--- src/hdl/ccc_pkg.sv ---
// Shared types and constants for the cell centroid and color classifier.
package ccc_pkg;

    localparam int unsigned DataW       = 32;
    localparam int unsigned InTdataW    = 200;
    localparam int unsigned OutTdataW   = 168;
    localparam int unsigned BitsPerStep = 2;
    localparam int unsigned DivSteps    = DataW / BitsPerStep;
    localparam int unsigned StepW       = $clog2(DivSteps);

    // floor(x/3) = (x * Recip3) >> Recip3Shift for any 32-bit x
    localparam logic [DataW-1:0] Recip3      = 32'hAAAA_AAAB;
    localparam int unsigned      Recip3Shift = 33;

    typedef enum logic [2:0] {
        REG_MIN_COUNT = 3'd0,
        REG_BLK_RED   = 3'd1,
        REG_BLK_GRN   = 3'd2,
        REG_BLK_BLU   = 3'd3,
        REG_YEL_GRN   = 3'd4,
        REG_YEL_RED   = 3'd5
    } t_cfg_reg;

    // divider operations, run in this order
    typedef enum logic [2:0] {
        OP_COL = 3'd0,
        OP_ROW = 3'd1,
        OP_RED = 3'd2,
        OP_GRN = 3'd3,
        OP_BLU = 3'd4
    } t_op;

    localparam t_op OP_LAST = OP_BLU;

    typedef enum logic [2:0] {
        CLS_NONE    = 3'd0,
        CLS_BLACK   = 3'd1,
        CLS_RED     = 3'd2,
        CLS_YELLOW  = 3'd3,
        CLS_GREEN   = 3'd4,
        CLS_BLUE    = 3'd5,
        CLS_COLORED = 3'd6
    } t_class;

    typedef struct packed {
        logic [2:0]       cell_index;
        logic [DataW-1:0] pixel_count;
        logic [DataW-1:0] sum_col;
        logic [DataW-1:0] sum_row;
        logic [DataW-1:0] sum_red;
        logic [DataW-1:0] sum_green;
        logic [DataW-1:0] sum_blue;
        logic             scan_last;
    } t_ccc_item;

    typedef struct packed {
        logic [2:0]       cell_out;
        logic             dot_present;
        logic [DataW-1:0] centre_col;
        logic [DataW-1:0] centre_row;
        logic [DataW-1:0] mean_red;
        logic [DataW-1:0] mean_green;
        logic [DataW-1:0] mean_blue;
        t_class           color_class;
        logic             scan_done;
        logic             no_dot_in_scan;
    } t_ccc_result;

    typedef struct packed {
        logic capture;
        logic div_load;
        logic div_step;
        logic div_store;
        logic emit;
        t_op  op;
    } t_ccc_cmd;

    typedef struct packed {
        logic dot;
        logic out_free;
    } t_ccc_sts;

endpackage

--- src/hdl/ccc_ctrl.sv ---
// Sequencer: input acceptance, division schedule and result hand-off.
module ccc_ctrl (
    input  logic              i_clk,
    input  logic              i_rst_n,
    input  logic              i_in_valid,
    output logic              o_in_ready,
    input  ccc_pkg::t_ccc_sts i_sts,
    output ccc_pkg::t_ccc_cmd o_cmd
);
    import ccc_pkg::*;

    typedef enum logic [4:0] {
        S_IDLE   = 5'b00001,
        S_LOAD   = 5'b00010,
        S_DIV    = 5'b00100,
        S_NEXT   = 5'b01000,
        S_FINISH = 5'b10000
    } t_state;

    t_state           r_state, n_state;
    t_op              r_op, n_op;
    logic [StepW-1:0] r_step, n_step;

    always_comb begin
        n_state    = r_state;
        n_op       = r_op;
        n_step     = r_step;
        o_in_ready = 1'b0;
        o_cmd      = '0;
        o_cmd.op   = OP_COL;
        unique case (r_state)
            S_IDLE: begin
                o_in_ready = 1'b1;
                if (i_in_valid) begin
                    o_cmd.capture = 1'b1;
                    n_state       = S_LOAD;
                end
            end
            S_LOAD: begin
                if (i_sts.dot) begin
                    o_cmd.div_load = 1'b1;
                    o_cmd.op       = OP_COL;
                    n_op           = OP_COL;
                    n_step         = '0;
                    n_state        = S_DIV;
                end else begin
                    n_state = S_FINISH;
                end
            end
            S_DIV: begin
                o_cmd.div_step = 1'b1;
                n_step         = r_step + StepW'(1);
                if (r_step == StepW'(DivSteps - 1)) begin
                    n_state = S_NEXT;
                end
            end
            S_NEXT: begin
                o_cmd.div_store = 1'b1;
                if (r_op == OP_LAST) begin
                    n_state = S_FINISH;
                end else begin
                    o_cmd.div_load = 1'b1;
                    o_cmd.op       = t_op'(r_op + 3'd1);
                    n_op           = t_op'(r_op + 3'd1);
                    n_step         = '0;
                    n_state        = S_DIV;
                end
            end
            S_FINISH: begin
                if (i_sts.out_free) begin
                    o_cmd.emit = 1'b1;
                    n_state    = S_IDLE;
                end
            end
            default: n_state = S_IDLE;
        endcase
    end

    always_ff @(posedge i_clk) begin
        if (!i_rst_n) begin
            r_state <= S_IDLE;
            r_op    <= OP_COL;
            r_step  <= '0;
        end else begin
            r_state <= n_state;
            r_op    <= n_op;
            r_step  <= n_step;
        end
    end

endmodule

--- src/hdl/ccc_dp.sv ---
// Datapath: config registers, operand capture, shared divider, classifier, output register.
module ccc_dp (
    input  logic                           i_clk,
    input  logic                           i_rst_n,
    input  logic                           i_cfg_valid,
    input  logic [2:0]                     i_cfg_index,
    input  logic [ccc_pkg::DataW-1:0]      i_cfg_data,
    input  ccc_pkg::t_ccc_item             i_item,
    input  ccc_pkg::t_ccc_cmd              i_cmd,
    output ccc_pkg::t_ccc_sts              o_sts,
    output logic                           o_out_valid,
    input  logic                           i_out_ready,
    output ccc_pkg::t_ccc_result           o_result
);
    import ccc_pkg::*;

    logic [DataW-1:0] r_min_count, r_blk_red, r_blk_grn, r_blk_blu, r_yel_grn, r_yel_red;

    logic [2:0]       r_cell;
    logic [DataW-1:0] r_count;
    logic [DataW-1:0] r_sum [5];
    logic             r_last;
    logic             r_dot;
    logic             r_seen;

    logic [DataW-1:0] r_num, n_num;
    logic [DataW-1:0] r_rem, n_rem;
    logic [DataW-1:0] r_divisor;
    t_op              r_sel;
    logic [DataW-1:0] r_quot [5];
    logic [DataW-1:0] r_g3_q;

    logic             r_out_valid;
    t_ccc_result      r_out;

    logic [DataW-1:0]   load_num;
    logic [2*DataW-1:0] g3_prod;
    logic [1:0]         g3_rem;
    logic [DataW:0]     g23;
    t_class             cls;
    logic               seen_all;

    always_ff @(posedge i_clk) begin
        if (!i_rst_n) begin
            r_min_count <= DataW'(20);
            r_blk_red   <= DataW'(10);
            r_blk_grn   <= DataW'(20);
            r_blk_blu   <= DataW'(10);
            r_yel_grn   <= DataW'(30);
            r_yel_red   <= DataW'(15);
        end else if (i_cfg_valid) begin
            unique case (i_cfg_index)
                REG_MIN_COUNT: r_min_count <= i_cfg_data;
                REG_BLK_RED:   r_blk_red   <= i_cfg_data;
                REG_BLK_GRN:   r_blk_grn   <= i_cfg_data;
                REG_BLK_BLU:   r_blk_blu   <= i_cfg_data;
                REG_YEL_GRN:   r_yel_grn   <= i_cfg_data;
                REG_YEL_RED:   r_yel_red   <= i_cfg_data;
                default: ;
            endcase
        end
    end

    always_ff @(posedge i_clk) begin
        if (i_cmd.capture) begin
            r_cell   <= i_item.cell_index;
            r_count  <= i_item.pixel_count;
            r_sum[0] <= i_item.sum_col;
            r_sum[1] <= i_item.sum_row;
            r_sum[2] <= i_item.sum_red;
            r_sum[3] <= i_item.sum_green;
            r_sum[4] <= i_item.sum_blue;
            r_last   <= i_item.scan_last;
            r_dot    <= i_item.pixel_count > r_min_count;
        end
    end

    // operand select
    always_comb begin
        unique case (i_cmd.op)
            OP_COL:  load_num = r_sum[0];
            OP_ROW:  load_num = r_sum[1];
            OP_RED:  load_num = r_sum[2];
            OP_GRN:  load_num = r_sum[3];
            OP_BLU:  load_num = r_sum[4];
            default: load_num = r_sum[0];
        endcase
    end

    // restoring divider, BitsPerStep quotient bits per cycle
    always_comb begin
        logic [DataW-1:0] rem_v;
        logic [DataW-1:0] num_v;
        logic [DataW:0]   trial;
        rem_v = r_rem;
        num_v = r_num;
        trial = '0;
        for (int k = 0; k < BitsPerStep; k++) begin
            trial = {rem_v, num_v[DataW-1]};
            num_v = {num_v[DataW-2:0], 1'b0};
            if (trial >= {1'b0, r_divisor}) begin
                trial    = trial - {1'b0, r_divisor};
                num_v[0] = 1'b1;
            end
            rem_v = trial[DataW-1:0];
        end
        n_rem = rem_v;
        n_num = num_v;
    end

    always_ff @(posedge i_clk) begin
        if (i_cmd.div_load) begin
            r_num     <= load_num;
            r_rem     <= '0;
            r_sel     <= i_cmd.op;
            r_divisor <= r_count;
        end else if (i_cmd.div_step) begin
            r_num <= n_num;
            r_rem <= n_rem;
        end
        if (i_cmd.div_store) begin
            unique case (r_sel)
                OP_COL: r_quot[0] <= r_num;
                OP_ROW: r_quot[1] <= r_num;
                OP_RED: r_quot[2] <= r_num;
                OP_GRN: r_quot[3] <= r_num;
                OP_BLU: r_quot[4] <= r_num;
                default: ;
            endcase
        end
    end

    // g/3 by reciprocal multiply; settles while the blue division runs
    assign g3_prod = (2*DataW)'(r_quot[3]) * (2*DataW)'(Recip3);

    always_ff @(posedge i_clk) begin
        r_g3_q <= DataW'(g3_prod[2*DataW-1:Recip3Shift]);
    end

    // g - 3*(g/3) is below four, so its low two bits are the remainder
    assign g3_rem = r_quot[3][1:0] - (r_g3_q[1:0] + {r_g3_q[0], 1'b0});

    // floor(2g/3) = 2*(g/3) + (remainder is two)
    assign g23 = {r_g3_q, 1'b0} + (DataW+1)'(g3_rem == 2'd2);

    always_comb begin
        priority if (r_quot[2] < r_blk_red && r_quot[3] < r_blk_grn
                     && r_quot[4] < r_blk_blu) begin
            cls = CLS_BLACK;
        end else if ({1'b0, r_quot[2]} > g23 && r_quot[2] > r_quot[4]) begin
            cls = (r_quot[3] > r_yel_grn && r_quot[2] > r_yel_red) ? CLS_YELLOW : CLS_RED;
        end else if ({1'b0, r_quot[3]} > {r_quot[2], 1'b0}
                     && {1'b0, r_quot[3]} > {r_quot[4], 1'b0}) begin
            cls = CLS_GREEN;
        end else if (r_quot[4] > r_quot[2] && {1'b0, r_quot[4]} > g23) begin
            cls = CLS_BLUE;
        end else begin
            cls = CLS_COLORED;
        end
    end

    assign seen_all = r_seen | r_dot;

    always_ff @(posedge i_clk) begin
        if (!i_rst_n) begin
            r_seen      <= 1'b0;
            r_out_valid <= 1'b0;
        end else if (i_cmd.emit) begin
            r_seen      <= r_last ? 1'b0 : seen_all;
            r_out_valid <= 1'b1;
        end else if (i_out_ready) begin
            r_out_valid <= 1'b0;
        end
    end

    always_ff @(posedge i_clk) begin
        if (i_cmd.emit) begin
            r_out.cell_out       <= r_cell;
            r_out.dot_present    <= r_dot;
            r_out.centre_col     <= r_dot ? r_quot[0] : '0;
            r_out.centre_row     <= r_dot ? r_quot[1] : '0;
            r_out.mean_red       <= r_dot ? r_quot[2] : '0;
            r_out.mean_green     <= r_dot ? r_quot[3] : '0;
            r_out.mean_blue      <= r_dot ? r_quot[4] : '0;
            r_out.color_class    <= r_dot ? cls : CLS_NONE;
            r_out.scan_done      <= r_last;
            r_out.no_dot_in_scan <= r_last & ~seen_all;
        end
    end

    assign o_sts.dot      = r_dot;
    assign o_sts.out_free = ~r_out_valid | i_out_ready;
    assign o_out_valid    = r_out_valid;
    assign o_result       = r_out;

endmodule

--- src/hdl/cell_centroid_color_classifier_top.sv ---
// Cell centroid and color classifier, top level.
// A cell with a dot runs its five divisions and then waits for a free output register;
// one without a dot skips them. The next cell is taken in the cycle after the hand-off.
// Five 32-bit divisions share one divider that retires two quotient bits per cycle.
// The output register frees the divider while a result waits on the master side.
// Synchronous active-low reset restores the register defaults, clears the dot-seen flag and the output valid.
module cell_centroid_color_classifier_top (
    input  logic                            i_clk,
    input  logic                            i_rst_n,
    input  logic                            i_cfg_valid,
    output logic                            o_cfg_ready,
    input  logic [2:0]                      i_cfg_index,
    input  logic [ccc_pkg::DataW-1:0]       i_cfg_data,
    input  logic                            s_axis_tvalid,
    output logic                            s_axis_tready,
    // cell_index, pixel_count, sum_col, sum_row, sum_red, sum_green, sum_blue, zero pad
    input  logic [ccc_pkg::InTdataW-1:0]    s_axis_tdata,
    input  logic                            s_axis_tlast,
    output logic                            m_axis_tvalid,
    input  logic                            m_axis_tready,
    // cell_out, dot_present, centre_col, centre_row, mean_red, mean_green,
    // mean_blue, color_class, no_dot_in_scan
    output logic [ccc_pkg::OutTdataW-1:0]   m_axis_tdata,
    output logic                            m_axis_tlast
);
    import ccc_pkg::*;

    t_ccc_item   item;
    t_ccc_result result;
    t_ccc_cmd    cmd;
    t_ccc_sts    sts;

    assign item.cell_index  = s_axis_tdata[2:0];
    assign item.pixel_count = s_axis_tdata[34:3];
    assign item.sum_col     = s_axis_tdata[66:35];
    assign item.sum_row     = s_axis_tdata[98:67];
    assign item.sum_red     = s_axis_tdata[130:99];
    assign item.sum_green   = s_axis_tdata[162:131];
    assign item.sum_blue    = s_axis_tdata[194:163];
    assign item.scan_last   = s_axis_tlast;

    assign o_cfg_ready = 1'b1;

    ccc_ctrl u_ctrl (
        .i_clk      (i_clk),
        .i_rst_n    (i_rst_n),
        .i_in_valid (s_axis_tvalid),
        .o_in_ready (s_axis_tready),
        .i_sts      (sts),
        .o_cmd      (cmd)
    );

    ccc_dp u_dp (
        .i_clk       (i_clk),
        .i_rst_n     (i_rst_n),
        .i_cfg_valid (i_cfg_valid),
        .i_cfg_index (i_cfg_index),
        .i_cfg_data  (i_cfg_data),
        .i_item      (item),
        .i_cmd       (cmd),
        .o_sts       (sts),
        .o_out_valid (m_axis_tvalid),
        .i_out_ready (m_axis_tready),
        .o_result    (result)
    );

    assign m_axis_tdata = {result.no_dot_in_scan, result.color_class, result.mean_blue,
                           result.mean_green, result.mean_red, result.centre_row,
                           result.centre_col, result.dot_present, result.cell_out};
    assign m_axis_tlast = result.scan_done;

endmodule
--- config.mk ---
export PLATFORM = sky130hd
export DESIGN_NAME = cell_centroid_color_classifier_top
export DESIGN_NICKNAME = d
export VERILOG_FILES = /design/src/hdl/ccc_pkg.sv /design/src/hdl/ccc_ctrl.sv /design/src/hdl/ccc_dp.sv /design/src/hdl/cell_centroid_color_classifier_top.sv
export SDC_FILE = /design/constraint.sdc
export NUM_CORES = 2
export LEC_CHECK = 0
export BUFFER_PORTS_ARGS = -buffer_cell sky130_fd_sc_hd__clkbuf_2
export CAP_MARGIN = 20
export CORE_ASPECT_RATIO = 0.5
export CORE_MARGIN = 4
export CORE_UTILIZATION = 55
export DETAILED_ROUTE_END_ITERATION = 12
export GPL_TIMING_DRIVEN = 0
export PLACE_DENSITY_LB_ADDON = 0.08
export SLEW_MARGIN = 5
export SYNTH_ARGS = -nofsm -noshare
export SYNTH_HDL_FRONTEND = slang
export SYNTH_SLANG_ARGS = --single-unit
--- constraint.sdc ---
create_clock -name i_clk -period 19.2 [get_ports i_clk]
set_clock_uncertainty 0.05 [all_clocks]
set_input_delay 5.76 -clock i_clk [delete_from_list [all_inputs] [get_ports i_clk]]
set_output_delay 5.76 -clock i_clk [all_outputs]
set_load 0.01 [all_outputs]
==> run_results.csv <==
group,metric,value,unit
global_route,grt_max_degree,73,
logic_synthesis,yosysUniqueCellTypes,77,
sta,fmax,95.7,MHz
logic_synthesis,seq_area_frac_synth,40.2,%
clock_network,postCtsResizedCells,0,
clock_network,hold_buffers,0,
logic_synthesis,synth-main-ff-cell,"edfxtp_1",
worst_setup_path,r2r_cells,24,
global_route,grt_pass1_vias,42181,
placed_design,dpl.hpwl,141,mm
route,final_antenna_net_count,0,
worst_setup_path,critPathTopFamily,"adder cells",
layout,multiInputGateArea,0.0307,sq mm
worst_setup_path,crit_chain,"ha_1, xor2_1, ha_1, inv_1, fa_1, fa_1, fa_1, fa_1, fa_1, inv_1, fa_1, ha_1, nand2_1, nor2_1, a211oi_2, o311ai_0, o21ai_0, or3b_1, o311ai_4, a21oi_1, o41a_1, a21oi_1, o21bai_1, xnor2_1",
logic_synthesis,syn_area_per_cell,10.8,sq um
outcome,outcome,"completed",
logic_synthesis,synth_area_leaders,"edfxtp_1, ha_1, fa_1",
sta,slew_violations,0,
route,first_iter_violations,3783,
layout,largest_register_ffs,169,
floorplanning,die_w,466,microns
worst_setup_path,critPathKind,"register to register",
hold_path,min-delay-start,"u_dp.r_count[0]",
worst_setup_path,cp_max_fo,13,
power_and_ir_drop,p_leak,28.6,nW
worst_setup_path,crit_path_start_kind,"register",
route,post-route-drc-count,0,
route,routed_via_density,5.69,
worst_setup_path,rr_endpoint,"u_dp.r_g3_q[30]",
sta,relSlewSlack,16.0,%
floorplanning,dieArea,0.110,sq mm
floorplanning,coreArea,0.103,sq mm
floorplanning,rows,83,
logic_synthesis,yosysTopAreaCellShare,30.9,%
route,wl_per_cell,24.0,microns
clock_network,cts_max_level,3,
route,wirelength,176,mm
logic_synthesis,yosysWarningCount,0,
logic_synthesis,synthArstFlopShare,0,%
clock_network,cts-root-buf,"clkbuf_16",
sta,fin_crit_sh,54.4,%
sta,hold_violations,0,
sta,setup_tns,0,ns
logic_synthesis,synthTopCellsByCount,"inv_1, ha_1, edfxtp_1, nand2_1, fa_1",
logic_synthesis,synth_area,0.0576,sq mm
worst_setup_path,rrSetupSlack,8.75,ns
hold_path,worstHoldPathCells,0,
route,num_vias,41633,
worst_setup_path,path_common_cell,"fa_1",
logic_synthesis,synth-seq-cells,862,
clock_network,cts_buffers,78,
sta,setup_slack,8.75,ns
global_route,grt_pass1_wl,262,mm
worst_setup_path,path_buf_inv,2,
hold_path,hp-class,"register to register",
global_route,overflow,0,
worst_setup_path,required,19.72,ns
clock_network,cts_setup_buffers,0,
sta,grt_setup_unrepaired,"false",
worst_setup_path,crit_path_max_incr_delay,1.09,ns
floorplanning,die_height,237,microns
logic_synthesis,synth-edff-count,593,
hold_path,min_to,"u_dp.r_divisor[0]",
clock_network,path_clk_slew,0.07,ns
layout,syn_to_final_growth,12.5,%
worst_setup_path,cp_data_arrival_time,10.97,ns
global_route,grt_usage,31.9,%
logic_synthesis,synth_top_area_cell,"edfxtp_1",
clock_network,tritoncts,"yes",
placed_design,portBuffers,405,
layout,post-route-util,62.8,%
worst_setup_path,end_kind,"register",
floorplanning,ioPinCount,413,
clock_network,ctsLongestPathBuffers,3,
worst_setup_path,reg2reg_from,"u_dp.r_quot[3][5]",
run,cap_viol_max_count,0,
power_and_ir_drop,power,4.23,mW
worst_setup_path,cp_slowest_cell,"edfxtp_1",
placed_design,pre_cts_ws,9.24,ns
layout,final_nets,7214,
placed_design,place_congestion,0.966,
sta,finalCriticalPeriod,10.45,ns
sta,tightestPinTransition,1.26,ns
logic_synthesis,synth.most_common_cell,"inv_1",
floorplanning,start_util,55.8,%
power_and_ir_drop,power_density,65.2,mW/mm^2
layout,drive_gt1_share,10.5,%
clock_network,clock_sinks,862,
logic_synthesis,synth_fp_nets,6690,
logic_synthesis,syn_inst,5315,
global_route,grt_antenna_before_repair,17,
layout,seq_area,0.0232,sq mm
layout,nFillCells,8436,
clock_network,clock_latency,0.70,ns
power_and_ir_drop,ir_drop,0.0675,mV
sta,setup-violations-final,0,
route,dr.pass1.iters,6,
layer usage:
metal	share of wire [%]	GRT usage [%]	vias up
li1	-	-	19192
met1	43	44.6	20423
met2	45	50.1	1632
met3	8.7	6.15	380
met4	3.7	10.8	6
met5	0.025	0	-
report_power, final:
part / total (mW) / internal [mW] / switching (mW)
Combinational: 0.526 / 0.207 / 0.319
Clock: 1.63 / 0.891 / 0.740
Sequential: 2.07 / 2.04 / 0.0264
Total: 4.23 / 3.14 / 1.09
how the worst max path moves through the flow:
stage               slack (ns)         startpoint  cells after the start                to
global placement          2.46      m_axis_tready                      5       u_dp.r_seen
CTS                       9.09  u_dp.r_quot[3][5]                     24   u_dp.r_g3_q[30]
floorplan                 5.55      m_axis_tready                      2  u_dp.o_result[0]
finish                    8.75  u_dp.r_quot[3][5]                     24   u_dp.r_g3_q[30]
detailed placement        9.24  u_dp.r_quot[3][5]                     24   u_dp.r_g3_q[30]
global route              8.72  u_dp.r_quot[3][5]                     24   u_dp.r_g3_q[30]
layout make-up:
class | instances | share of cell area (%)
well taps | 1402 | 2.71
repair buffers | 444 | 4.22
diodes | 11 | 0.0425
plain buffers | 122 | 0.741
multi-input cells | 3456 | 47.4
inverters | 875 | 5.07
clock buffers | 91 | 3.18
flip-flops and latches | 862 | 35.8
clock inverters | 51 | 0.905
per-stage QoR:
| stage | std cells | hold WS (ns) | cell area, sq um |
|---|---|---|---|
| after CTS | 7300 | 0.353 | 64700 |
| after global placement | 7122 | 0.350 | 61400 |
| final | 7314 | 0.349 | 64800 |
| after detailed placement | 7158 | 0.355 | 62100 |
| after floorplan | 5315 | 0.350 | 57600 |
| after global routing | 7307 | 0.375 | 64800 |
cell families (layout without fill, tap and decap cells):
group	count (synthesis)	in the layout	share of synthesized area, %
flops	862	862	40.2
buf+inv	997	1583	6.53
compound gates	924	924	10.7
other cells	1	12	0.00651
fa+ha+maj	1134	1134	29.3
mux	69	69	1.24
simple gates	1207	1207	10.1
xor+xnor	121	121	1.84
layout by cell type, fill, tap and decap left out, types with 76 or more instances in the layout:
cell,n
and2_1,173
nand2_1,544
xnor2_1,76
clkbuf_2,406
dfxtp_1,269
a21oi_1,188
a21boi_0,183
o21ai_0,169
edfxtp_1,593
inv_1,873
ha_1,775
clkbuf_1,120
fa_1,359
clkbuf_16,79
nor2_1,123
a21o_1,133
Note: power is estimated with default switching activity, not from simulation.
